## config.mk

```make
export PLATFORM = sky130hd
export DESIGN_NAME = rbe_csr
export DESIGN_NICKNAME = d
export VERILOG_FILES = /design/src/rtl/rigid_body_euler_step_core_macros.svh /design/src/rtl/rbe_pkg.sv /design/src/rtl/rbe_csr.sv
export SDC_FILE = /design/constraint.sdc
export NUM_CORES = 1
export LEC_CHECK = 0
export BUFFER_PORTS_ARGS = -buffer_cell sky130_fd_sc_hd__buf_2
export CAP_MARGIN = 20
export CORE_MARGIN = 5
export CORE_UTILIZATION = 55
export CTS_BUF_LIST = sky130_fd_sc_hd__clkbuf_8
export CTS_CLUSTER_SIZE = 25
export DETAILED_ROUTE_END_ITERATION = 10
export PLACE_DENSITY = 0.86
export SYNTH_ARGS = -nofsm -noshare
export SYNTH_HDL_FRONTEND = slang
export SYNTH_SLANG_ARGS = --single-unit
```

## constraint.sdc

```tcl
create_clock -name clock -period 2.45 [get_ports clock]
set_input_delay 0 -clock clock [delete_from_list [all_inputs] [get_ports clock]]
set_output_delay 0 -clock clock [all_outputs]
set_load 0.02 [all_outputs]
```

## src/rtl/rigid_body_euler_step_core_macros.svh

```systemverilog
// Assertion macros shared by the euler step core.
`ifndef RIGID_BODY_EULER_STEP_CORE_MACROS_SVH
`define RIGID_BODY_EULER_STEP_CORE_MACROS_SVH

// Same-cycle implication, checked on every rising clock outside reset.
`define RBE_CHECK(name, ante, cons, msg) \
   name: assert property (@(posedge clock) disable iff (reset) (ante) |-> (cons)) \
      else $error(msg);

// Next-cycle implication.
`define RBE_NEXT(name, ante, cons, msg) \
   name: assert property (@(posedge clock) disable iff (reset) (ante) |=> (cons)) \
      else $error(msg);

`endif

```

## src/rtl/rbe_pkg.sv

```systemverilog
// Types, register codes and saturation helpers of the euler step core.
`timescale 1ns / 1ps
package rbe_pkg;

   localparam int SQRT_STAGES = 32;
   localparam int DIV_STAGES  = 31;

   localparam logic [2:0] REG_ENABLED        = 3'd0;
   localparam logic [2:0] REG_USE_GRAVITY    = 3'd1;
   localparam logic [2:0] REG_GRAVITY_ACCEL  = 3'd2;
   localparam logic [2:0] REG_BODY_MASS      = 3'd3;
   localparam logic [2:0] REG_MAX_XZ_SPEED   = 3'd4;
   localparam logic [2:0] REG_MAX_FALL_SPEED = 3'd5;

   localparam logic [30:0] BODY_MASS_RESET = 31'd65536;

   localparam logic signed [31:0] S32_MAX = 32'sh7fffffff;
   localparam logic signed [31:0] S32_MIN = 32'sh80000000;

   typedef struct packed {
      logic signed [31:0] accel_x;
      logic signed [31:0] accel_y;
      logic signed [31:0] accel_z;
      logic signed [31:0] vel_x;
      logic signed [31:0] vel_y;
      logic signed [31:0] vel_z;
      logic signed [31:0] pos_x;
      logic signed [31:0] pos_y;
      logic signed [31:0] pos_z;
      logic [16:0]        time_step;
   } req_type;

   typedef struct packed {
      logic signed [31:0] new_accel_y;
      logic signed [31:0] new_vel_x;
      logic signed [31:0] new_vel_y;
      logic signed [31:0] new_vel_z;
      logic signed [31:0] new_pos_x;
      logic signed [31:0] new_pos_y;
      logic signed [31:0] new_pos_z;
      logic signed [31:0] step_x;
      logic signed [31:0] step_y;
      logic signed [31:0] step_z;
   } rsp_type;

   typedef struct packed {
      logic        enabled;
      logic        use_gravity;
      logic [30:0] gravity_accel;
      logic [30:0] body_mass;
      logic [30:0] max_xz_speed;
      logic [30:0] max_fall_speed;
   } cfg_type;

   // what rides alongside the sqrt and divide pipes
   typedef struct packed {
      logic               valid;
      logic               xz_clamp;
      logic [16:0]        dt;
      logic signed [31:0] accel_y;
      logic signed [31:0] vel_x;
      logic signed [31:0] vel_y;
      logic signed [31:0] vel_z;
      logic signed [31:0] pos_x;
      logic signed [31:0] pos_y;
      logic signed [31:0] pos_z;
   } side_type;

   function automatic logic signed [31:0] sat33(input logic signed [32:0] s);
      if (s[32] != s[31]) begin
         return s[32] ? S32_MIN : S32_MAX;
      end
      return s[31:0];
   endfunction

   function automatic logic signed [31:0] sat_sum(input logic signed [31:0] a,
                                                  input logic signed [31:0] b);
      return sat33(33'(a) + 33'(b));
   endfunction

   // floor(p / 2^16) saturated to 32 bits
   function automatic logic signed [31:0] sat_q(input logic signed [49:0] p);
      logic signed [33:0] sh;
      sh = p[49:16];
      if (sh[33:31] == 3'b000 || sh[33:31] == 3'b111) begin
         return sh[31:0];
      end
      return sh[33] ? S32_MIN : S32_MAX;
   endfunction

   function automatic logic [31:0] mag32(input logic signed [31:0] a);
      return a[31] ? (~a + 32'd1) : a;
   endfunction

endpackage

```

## src/rtl/rbe_csr.sv

```systemverilog
// APB register file of the euler step core.
`timescale 1ns / 1ps
module rbe_csr (
   input  logic             clock,
   input  logic             reset,
   input  logic             psel,
   input  logic             penable,
   input  logic             pwrite,
   input  logic [4:0]       paddr,
   input  logic [31:0]      pwdata,
   output logic [31:0]      prdata,
   output logic             pready,
   output rbe_pkg::cfg_type cfg
);

   rbe_pkg::cfg_type cfg_ff;
   logic             wr;

   assign pready = 1'b1;
   assign wr     = psel && penable && pwrite;
   assign cfg    = cfg_ff;

   always_ff @(posedge clock) begin
      if (reset) begin
         cfg_ff.enabled        <= 1'b0;
         cfg_ff.use_gravity    <= 1'b0;
         cfg_ff.gravity_accel  <= '0;
         cfg_ff.body_mass      <= rbe_pkg::BODY_MASS_RESET;
         cfg_ff.max_xz_speed   <= '0;
         cfg_ff.max_fall_speed <= '0;
      end else if (wr) begin
         case (paddr[4:2])
            rbe_pkg::REG_ENABLED:        cfg_ff.enabled        <= pwdata[0];
            rbe_pkg::REG_USE_GRAVITY:    cfg_ff.use_gravity    <= pwdata[0];
            rbe_pkg::REG_GRAVITY_ACCEL:  cfg_ff.gravity_accel  <= pwdata[30:0];
            rbe_pkg::REG_BODY_MASS:      cfg_ff.body_mass      <= pwdata[30:0];
            rbe_pkg::REG_MAX_XZ_SPEED:   cfg_ff.max_xz_speed   <= pwdata[30:0];
            rbe_pkg::REG_MAX_FALL_SPEED: cfg_ff.max_fall_speed <= pwdata[30:0];
            default: ;
         endcase
      end
   end

   always_comb begin
      case (paddr[4:2])
         rbe_pkg::REG_ENABLED:        prdata = {31'd0, cfg_ff.enabled};
         rbe_pkg::REG_USE_GRAVITY:    prdata = {31'd0, cfg_ff.use_gravity};
         rbe_pkg::REG_GRAVITY_ACCEL:  prdata = {1'b0, cfg_ff.gravity_accel};
         rbe_pkg::REG_BODY_MASS:      prdata = {1'b0, cfg_ff.body_mass};
         rbe_pkg::REG_MAX_XZ_SPEED:   prdata = {1'b0, cfg_ff.max_xz_speed};
         rbe_pkg::REG_MAX_FALL_SPEED: prdata = {1'b0, cfg_ff.max_fall_speed};
         default:                     prdata = '0;
      endcase
   end

endmodule

```

# [Yosys cells after proc, flatten, opt, wreduce, memory -nomap -nowiden]
# Index checks and enable logic that the tools add are counted.
[word_totals] ff_bits=126 inputBits=42 out_inout_bits=159
[classes] eq_ne=5 n_mux=1 n_reduce_logical=9
[ops] operator="one-hot mux 31 bit (6 select lines)" n=1
[ops] operator="AND reduction 2 bit" n=6
[ops] operator="equality test 3 x 2 -> 1 bit, second input constant" n=2
[ops] operator="equality test 3 bit, second input constant" n=2
[ops] operator="equality test 3 x 1 -> 1 bit, second input constant" n=1
[ops] operator="logical NOT 3 bit" n=1
[ops] operator="logical AND 1 bit" n=2

# [Depth between registers and ports, before layout]
# Gate-level depths: netlist (run 1).
[depth] depth_word=3 mapped_depth=6 ltp_nobuf=3

# [Least setup slack after synthesis (run 1)]
# Ideal clock, no wire load.
[synth_timing] kind="input port to flip-flop" start="input port paddr[4]" end="register cfg_ff, in the netlist cfg[67]" setup_time_ns=0.121 t_arrival_ns=1.013 required_time_ns=2.329 slack_ns=1.317 stages=6 cell_sequence="nand2b_1 -> buf_6 -> or3_1 -> buf_6 -> buf_6 -> mux2i_1"
[synth_between] elab_chain_cells=2
[synth_rtl] item="from (decl)" line="rbe_csr.sv:9" rtl="input logic [4:0] paddr,"
[synth_rtl] item="equality test 3 x 2 -> 1 bit" line="rbe_csr.sv:32" rtl="case (paddr[4:2])"
[synth_rtl] item="AND reduction 2 bit (no source line)"
[synth_rtl] item="to (decl)" line="rbe_csr.sv:16" rtl="rbe_pkg::cfg_type cfg_ff;"
# Every way passes these cells.
# A chain may end at the register's enable or synchronous reset.

# [Final worst setup path (run 1)]
[layout_timing] start="input port paddr[4]" end="register cfg_ff, in the netlist cfg[125]"
[layout_between] elab_chain_cells=2
[layout_rtl] item="logical NOT 3 bit" line="rbe_csr.sv:32"
[layout_rtl] item="AND reduction 2 bit (no source line)"
# Every way passes these cells.

==> results of run 1 <==
[cells in the final DEF, fill, tap and decap left out, types with 3 or more instances in the layout]
master and count:
buf_4 12, clkinv_2 3, mux2i_1 187, o22ai_1 31, dfxtp_1 126, dlygate4sd3_1 36
nand2b_1 157, clkbuf_8 19, buf_2 194, clkinvlp_4 5
[metal layers]
layer,vias up,routed length [um],part of all wire (%),track usage [%]
met5,-,0,0,0
met4,0,345,2.1,8.95
met3,23,974,6.0,6.66
met2,179,8270,51,43.7
met1,2463,6730,41,29.5
li1,2371,-,-,-
[worst min-delay path by stage]
stage                           endpoint  slack (ps)  cells past startpoint
finish              cfg[95]$_SDFFE_PP0P_         160                      4
global route        cfg[95]$_SDFFE_PP0P_         140                      4
CTS                 cfg[39]$_SDFFE_PP0P_         140                      3
detailed placement  cfg[78]$_SDFFE_PP1P_         300                      3
global placement    cfg[78]$_SDFFE_PP1P_         280                      3
floorplan                      prdata[0]         130                      1
[final cells by class]
cell class / count / area share [%]
Clock buffer: 19 / 3.39
Clock inverter: 13 / 1.80
Inverter: 2 / 0.0972
Multi-Input combinational cell: 390 / 41.1
Sequential cell: 126 / 32.7
Tap cell: 140 / 2.27
Timing Repair Buffer: 243 / 18.7
[worst max-delay path, stage by stage]
cell and delay, ps:
dlygate4sd3_1 530, buf_2 150, nor4_1 250, dlygate4sd3_1 600
mux2i_1 170, dlygate4sd3_1 550
[cell families after synthesis]
| group | count (synthesis) |
|---|---|
| mux | 188 |
| simple gates | 169 |
| flops | 126 |
| compound gates | 31 |
| other cells | 2 |
| buf+inv | 50 |
[where the power goes]
group | leakage [nW] | internal, mW | total, mW | switching [mW]
logic | 2.85 | 0.169 | 0.358 | 0.189
registers | 1.02 | 2.06 | 2.07 | 0.0125
clock network | 0.191 | 0.958 | 1.81 | 0.849
[stage by stage]
stage                     worst slack (ps)  hold WS [ps]  util, %
final                                  571           159     71.9
after global routing                   512           142     71.9
after CTS                              598           143     71.9
after detailed placement               632           296     64.8
after global placement                 682           277     64.8
after floorplan                       1320           133        -
==> metrics.yaml, run 1 <==
max_freq_mhz: 532
synth-xor-area-share_pct: 0
dpl.cell_count: 865
synth.most_common_cell: "mux2i_1"
ys_types: 17
final_cells: 933
setup.worst_path.end: "cfg[125]$_SDFFE_PP0P_"
clock_latency_ps: 430
wl_per_cell_um: 17.5
place.gp.congestion: 0.780
async_reset_ff_share_pct: 0
postPlaceCellArea_um2: 6960
synthTopCellsByCount: "mux2i_1 (187), nand2b_1 (158), dfxtp_1 (126), o22ai_1 (31), clkbuf_1 (24)"
synth_edf_count: 0
io_pins: 201
drt_iter0_drc: 294
critPathCaptureType: "flip-flop"
n_fill_cell: 786
relSlewSlack_pct: 26.5
rsz0062_at_grt: "no"
viasPerCell: 5.40
dr.pass1.iters: 5
wirelength_mm: 16.3
worst-path-max-fanout: 5
die_x_um: 114
grt_pass1_vias: 5197
synth-compound-area-share_pct: 3.24
nNetsFinal: 822
multi_input_area_um2: 3180
htreeDepth: 4
ys_seq_area_share_pct: 42.1
reg2reg_depth: 3
status: "finished, final reports clean"
synthFlopType: "dfxtp_1"
timing.final.crit_share_pct: 76.7
postCtsHoldBufs: 36
synthesis.area_um2: 5990
r2r_end: "cfg[124]$_SDFFE_PP0P_"
yosysWarnings: 0
drt.antenna.violating_nets: 0
finalHoldViolCount: 0
tritoncts: "yes"
irDropWorstVdd_mv: 0.342
grt_pass1_wl_mm: 26.0
syn_inst: 566
drive_gt1_share_pct: 30.8
required_ps: 2820
maxCapViolCount: 0
powerDensity_nw_per_um2: 549
avgSynthCellArea_um2: 10.6
cts_sinks: 126
regArea_um2: 2520
min_path_type: "in2reg"
root_buffer: "clkbuf_8"
period_minus_slack_ps: 1880
synth_fa_ha_area_share_pct: 0
syn-num-nets: 608
vias: 5036
die_h_um: 114
synth_top_family_by_area: "multiplexers"
finalClockSkew_ps: 0
diodes: 0
cp-start-kind: "input port"
synthSimpleGateAreaFrac_pct: 17.9
post_cts.repair.setup_buffers: 0
reg2reg_from: "cfg[124]$_SDFFE_PP0P_"
io_buffer_count: 195
row_count: 38
report.power.total_mw: 4.24
ys_ff_latch: 126
largest_register_ffs: 126
post_cts_resized: 0
drcViolationCount: 0
core_area_um2: 10700
dieArea_um2: 13100
p_leak_nw: 4.06
min-delay-start: "paddr[2]"
antenna_found_initial: 0
synth.largest_area_cell: "dfxtp_1"
critical_path_class: "in2reg"
gr-total-overflow: 0
clk_pin_slew_worst_paths_ps: 80
slew_violations: 0
tns_ps: 0
crit_arrival_ps: 2250
reg2reg_slack_ps: 1270
initial_core_util_pct: 55.8
grt_util_all_layers_pct: 25.0
area_growth_syn_to_layout_pct: 28.9
yosys-top-cells-area: "dfxtp_1 (42%), mux2i_1 (31%), nand2b_1 (16%)"
cp-startpoint: "paddr[4]"
cts_made_buffers: 17
place_hpwl_mm: 10.8
synth_top_area_share_pct: 42.1
synth.area.mux_share_pct: 31.7
setup_violations: 0
grt_max_degree: 62
tightest_slew_ps: 1100
design_area_um2: 7720
clk_path_buf_depth: 2
Power figures use the tool's default switching activity.
==> inputs of run 2 (changes only) <==
--- a/config.mk
+++ b/config.mk
@@ -8,11 +8,11 @@
 export BUFFER_PORTS_ARGS = -buffer_cell sky130_fd_sc_hd__buf_2
 export CAP_MARGIN = 20
 export CORE_MARGIN = 5
-export CORE_UTILIZATION = 55
+export CORE_UTILIZATION = 52
 export CTS_BUF_LIST = sky130_fd_sc_hd__clkbuf_8
 export CTS_CLUSTER_SIZE = 25
 export DETAILED_ROUTE_END_ITERATION = 10
-export PLACE_DENSITY = 0.86
+export PLACE_DENSITY = 0.82
 export SYNTH_ARGS = -nofsm -noshare
 export SYNTH_HDL_FRONTEND = slang
 export SYNTH_SLANG_ARGS = --single-unit
==> constraint.sdc (replaced) <==
create_clock -name clock -period 1.95 [get_ports clock]
set_input_delay 0 -clock clock [delete_from_list [all_inputs] [get_ports clock]]
set_output_delay 0 -clock clock [all_outputs]
set_load 0.02 [all_outputs]
==> metrics.yaml, run 2 (synthesis results as in run 1) <==
grt_pass1_vias: 5232
die_x_um: 117
relSlewSlack_pct: 65.8
cp_slowest_stage_delay_ps: 550
row_count: 39
slew_violations: 0
drive_gt1_share_pct: 30.8
clk_path_buf_depth: 2
htreeDepth: 4
cp-startpoint: "paddr[2]"
die_h_um: 117
critPathCaptureType: "output port"
finalClockSkew_ps: 0
clk_pin_slew_worst_paths_ps: 70
tritoncts: "yes"
cp-start-kind: "input port"
powerDensity_nw_per_um2: 708
cts_sinks: 126
cp_common_cell: "buf_4"
vias: 5004
p_leak_nw: 4.08
cts_made_buffers: 17
path_cells: "dlygate4sd3_1 > buf_4 > buf_4 > mux2i_1 > o22ai_1 > buf_2"
clock_latency_ps: 420
grt_max_degree: 159
finalHoldViolCount: 0
largest_register_ffs: 126
required_ps: 1950
tns_ps: 0
n_fill_cell: 881
antenna_found_initial: 1
post-route-util_pct: 68.4
root_buffer: "clkbuf_8"
crit_slowest_cell: "dlygate4sd3_1"
min-delay-start: "reset"
critical_path_class: "in2out"
final_cell_mix: "buf_2 (194), mux2i_1 (187), nand2b_1 (157)"
drcViolationCount: 0
core_area_um2: 11400
viasPerCell: 5.34
worst-path-max-fanout: 28
dr.pass1.iters: 7
maxCapViolCount: 0
io_pins: 201
period_minus_slack_ps: 1820
grt_use_met2_pct: 42.8
min_path_type: "in2reg"
grt_pass1_wl_mm: 26.8
timing.final.crit_share_pct: 93.4
place.gp.congestion: 0.772
reg2reg_from: "cfg[60]$_SDFFE_PP0P_"
io_buffer_count: 195
area_growth_syn_to_layout_pct: 29.9
gr-max-usage-layer: "met2"
wl_per_cell_um: 17.5
grt_use_met3_pct: 5.44
crit_arrival_ps: 1820
final_common_cell: "buf_2"
max_freq_mhz: 549
rsz0062_at_grt: "no"
status: "finished, final reports clean"
tightest_slew_ps: 513
drt.antenna.violating_nets: 0
setup_ws_ps: 129
wirelength_mm: 16.4
gr-total-overflow: 0
place_hpwl_mm: 10.7
pre_cts_ws_ps: 409
drt_iter0_drc: 245
setup_violations: 0
dieArea_um2: 13800
use_met1_pct: 26.5
nNetsFinal: 823
grt_util_all_layers_pct: 23.5
irDropWorstVdd_mv: 0.392
initial_core_util_pct: 52.7
==> run 2: cell count changes in the layout (fill, tap and decap cells not counted) <==
cell	change
buf_12	+1
buf_6	+1
bufinv_16	+2
clkinv_4	-1
clkinvlp_4	-1
diode_2	+1
dlygate4sd3_1	-1
inv_1	+1
inv_6	-2
==> run 2: power by group <==
group | internal (mW) | switching, mW
Combinational | 0.213 | 0.236
Clock | 1.44 | 1.01
Sequential | 2.59 | 0.0156
==> run 2: routing by layer <==
layer | wire length (um) | up-vias | part of all wire, %
met5 | 0 | - | 0
met4 | 409 | 0 | 2.5
met3 | 937 | 37 | 5.7
met2 | 8510 | 160 | 52
met1 | 6550 | 2433 | 40
li1 | - | 2374 | -
==> run 2: path summary, 6_finish.rpt <==
path                                              to  slack (ps)  cells past startpoint
worst max-delay path                      prdata[29]         130                      6
worst max register to register  cfg[60]$_SDFFE_PP0P_        1270                      2
worst min register to register  cfg[28]$_SDFFE_PP0P_         490                      2
worst min-delay path            cfg[78]$_SDFFE_PP1P_         170                      4
==> run 2: layout make-up <==
class | count | area (um^2) | share of cell area [%]
sequential | 126 | 2520 | 32.4
multi-input combinational | 390 | 3180 | 40.8
clock inverter | 12 | 169 | 2.17
tap | 143 | 179 | 2.30
timing repair buffer | 244 | 1460 | 18.8
clock buffer | 19 | 262 | 3.36
inverter | 2 | 7.51 | 0.0965
antenna | 1 | 2.50 | 0.0322
==> run 2: worst max-delay path, delay by kind of cell <==
family	cells	cell delay, ps
buffers and inverters	4	1390
AOI/OAI and AO/OA	1	130
muxes	1	290
==> run 2: stage by stage <==
stage	hold slack, ps	power, mW	std cells	instance area, um^2
finish	168	5.51	937	7780
global route	246	5.70	937	7780
CTS	179	5.54	936	7770
detailed placement	318	3.06	870	6990
global placement	273	3.04	870	6990
floorplan	133	2.94	566	5990
==> run 2: what timing repair did <==
action,in CTS,in global routing
hold buffers,35,0
setup buffers,0,0
endpoints found under the setup margin,0,3
endpoints found under the hold margin,126,0
gates resized for setup,0,1
==> inputs of run 3 (changes only) <==
--- a/config.mk
+++ b/config.mk
@@ -7,7 +7,8 @@
 export LEC_CHECK = 0
 export BUFFER_PORTS_ARGS = -buffer_cell sky130_fd_sc_hd__buf_2
 export CAP_MARGIN = 20
-export CORE_MARGIN = 5
+export CORE_ASPECT_RATIO = 1.5
+export CORE_MARGIN = 4
 export CORE_UTILIZATION = 52
 export CTS_BUF_LIST = sky130_fd_sc_hd__clkbuf_8
 export CTS_CLUSTER_SIZE = 25
==> metrics.yaml, run 3 (synthesis results as in run 1) <==
status: "finished, final reports clean"
cts_made_buffers: 17
initial_core_util_pct: 53.6
period_minus_slack_ps: 1880
vias: 5028
io_pins: 201
setup_violations: 0
grt_max_degree: 86
worst-path-max-fanout: 16
reg2reg_from: "cfg[123]$_SDFFE_PP0P_"
post_cts.repair.setup_buffers: 0
maxCapViolCount: 0
relSlewSlack_pct: 60.0
dieArea_um2: 13300
finalHoldViolCount: 0
critical_path_class: "in2reg"
post-route-util_pct: 69.5
tritoncts: "yes"
fin_hold_ws_ps: 249
clk_pin_slew_worst_paths_ps: 70
dr.pass1.iters: 4
diodes: 0
setup.worst_path.end: "cfg[123]$_SDFFE_PP0P_"
nNetsFinal: 827
clock_latency_ps: 420
critPathCaptureType: "flip-flop"
required_ps: 2310
place.gp.congestion: 0.806
finalClockSkew_ps: 0
area_growth_syn_to_layout_pct: 29.6
antenna_found_initial: 0
die_h_um: 139
place_hpwl_mm: 11.4
cts_sinks: 126
die_x_um: 95.6
irDropWorstVdd_mv: 0.548
core_area_um2: 11200
cp-startpoint: "paddr[4]"
final_cell_mix: "buf_2 (194), mux2i_1 (187), nand2b_1 (157)"
wl_per_cell_um: 17.7
n_fill_cell: 863
rsz0062_at_grt: "no"
drcViolationCount: 0
powerDensity_nw_per_um2: 666
root_buffer: "clkbuf_8"
drive_gt1_share_pct: 31.2
largest_register_ffs: 126
clk_path_buf_depth: 2
drt_iter0_drc: 194
cp-start-kind: "input port"
tns_ps: 0
crit_arrival_ps: 2250
wirelength_mm: 16.7
min_path_type: "in2reg"
tightest_slew_ps: 600
viasPerCell: 5.32
row_count: 47
r2r_end: "cfg[123]$_SDFFE_PP0P_"
drt.antenna.violating_nets: 0
reg2reg_depth: 3
grt_pass1_vias: 5318
max_freq_mhz: 531
gr-total-overflow: 0
timing.final.crit_share_pct: 96.5
whs_path_depth: 4
final_common_cell: "buf_2"
reg2reg_slack_ps: 770
slew_violations: 0
htreeDepth: 4
grt_pass1_wl_mm: 26.6
grt_util_all_layers_pct: 25.3
p_leak_nw: 4.07
io_buffer_count: 195
-- run 3: changes by cell type in the layout (fill, tap and decap cells not counted), sizes merged --
cell / before / now
clkinvlp: 4 / 6
dlygate4sd3: 35 / 36
buf: 209 / 212
clkinv: 3 / 5
bufinv: 4 / 1
diode: 1 / 0
-- run 3: how the worst min path moves through the flow --
| stage | start | endpoint | slack [ps] |
|---|---|---|---|
| CTS | reset | cfg[78]$_SDFFE_PP1P_ | 210 |
| global placement | pwdata[16] | cfg[78]$_SDFFE_PP1P_ | 290 |
| floorplan | paddr[4] | prdata[0] | 130 |
| global route | reset | cfg[78]$_SDFFE_PP1P_ | 280 |
| detailed placement | pwdata[16] | cfg[78]$_SDFFE_PP1P_ | 290 |
| finish | reset | cfg[78]$_SDFFE_PP1P_ | 250 |
-- run 3: cell type report --
class                   count  area, um^2  area share, %
repair buffers            248        1500           19.3
clock inverters            13         116           1.50
clock buffers              19         262           3.37
flip-flops and latches    126        2520           32.5
well taps                 147         184           2.37
multi-input cells         390        3180           40.9
inverters                   2        7.51         0.0967
-- run 3: timing repair --
action / 4_1_cts / 5_1_grt
hold endpoints to repair: 126 / 0
gates resized for setup: 0 / 1
setup endpoints to repair: 0 / 1
hold buffers: 36 / 0
-- run 3: critical path, cell delays in order --
cell and delay [ps]:
dlygate4sd3_1 530, buf_2 150, nand2b_2 260, buf_4 260
nor3_4 280, mux2i_1 200, dlygate4sd3_1 550
-- run 3: per-stage QoR --
step                cells  area [um^2]  worst slack [ps]  total power [mW]
detailed placement    877         7020               435              3.06
global route          945         7760              32.2              5.36
finish                945         7760              68.2              5.17
global placement      877         7020               474              3.04
floorplan             566         5990               817              2.94
CTS                   945         7760              61.8              5.21
-- run 3: metal layers --
metal | vias to the layer above | wire length [um] | global-route usage, %
li1 | 2382 | - | -
met1 | 2436 | 6190 | 27.3
met2 | 171 | 9200 | 46.0
met3 | 39 | 786 | 5.08
met4 | 0 | 540 | 11.7
met5 | - | 0 | 0
-- run 3: report_power, final --
group	internal, mW	total, mW	switching (mW)
sequential	2.59	2.61	0.0158
combinational	0.213	0.449	0.236
clock	1.07	2.12	1.05
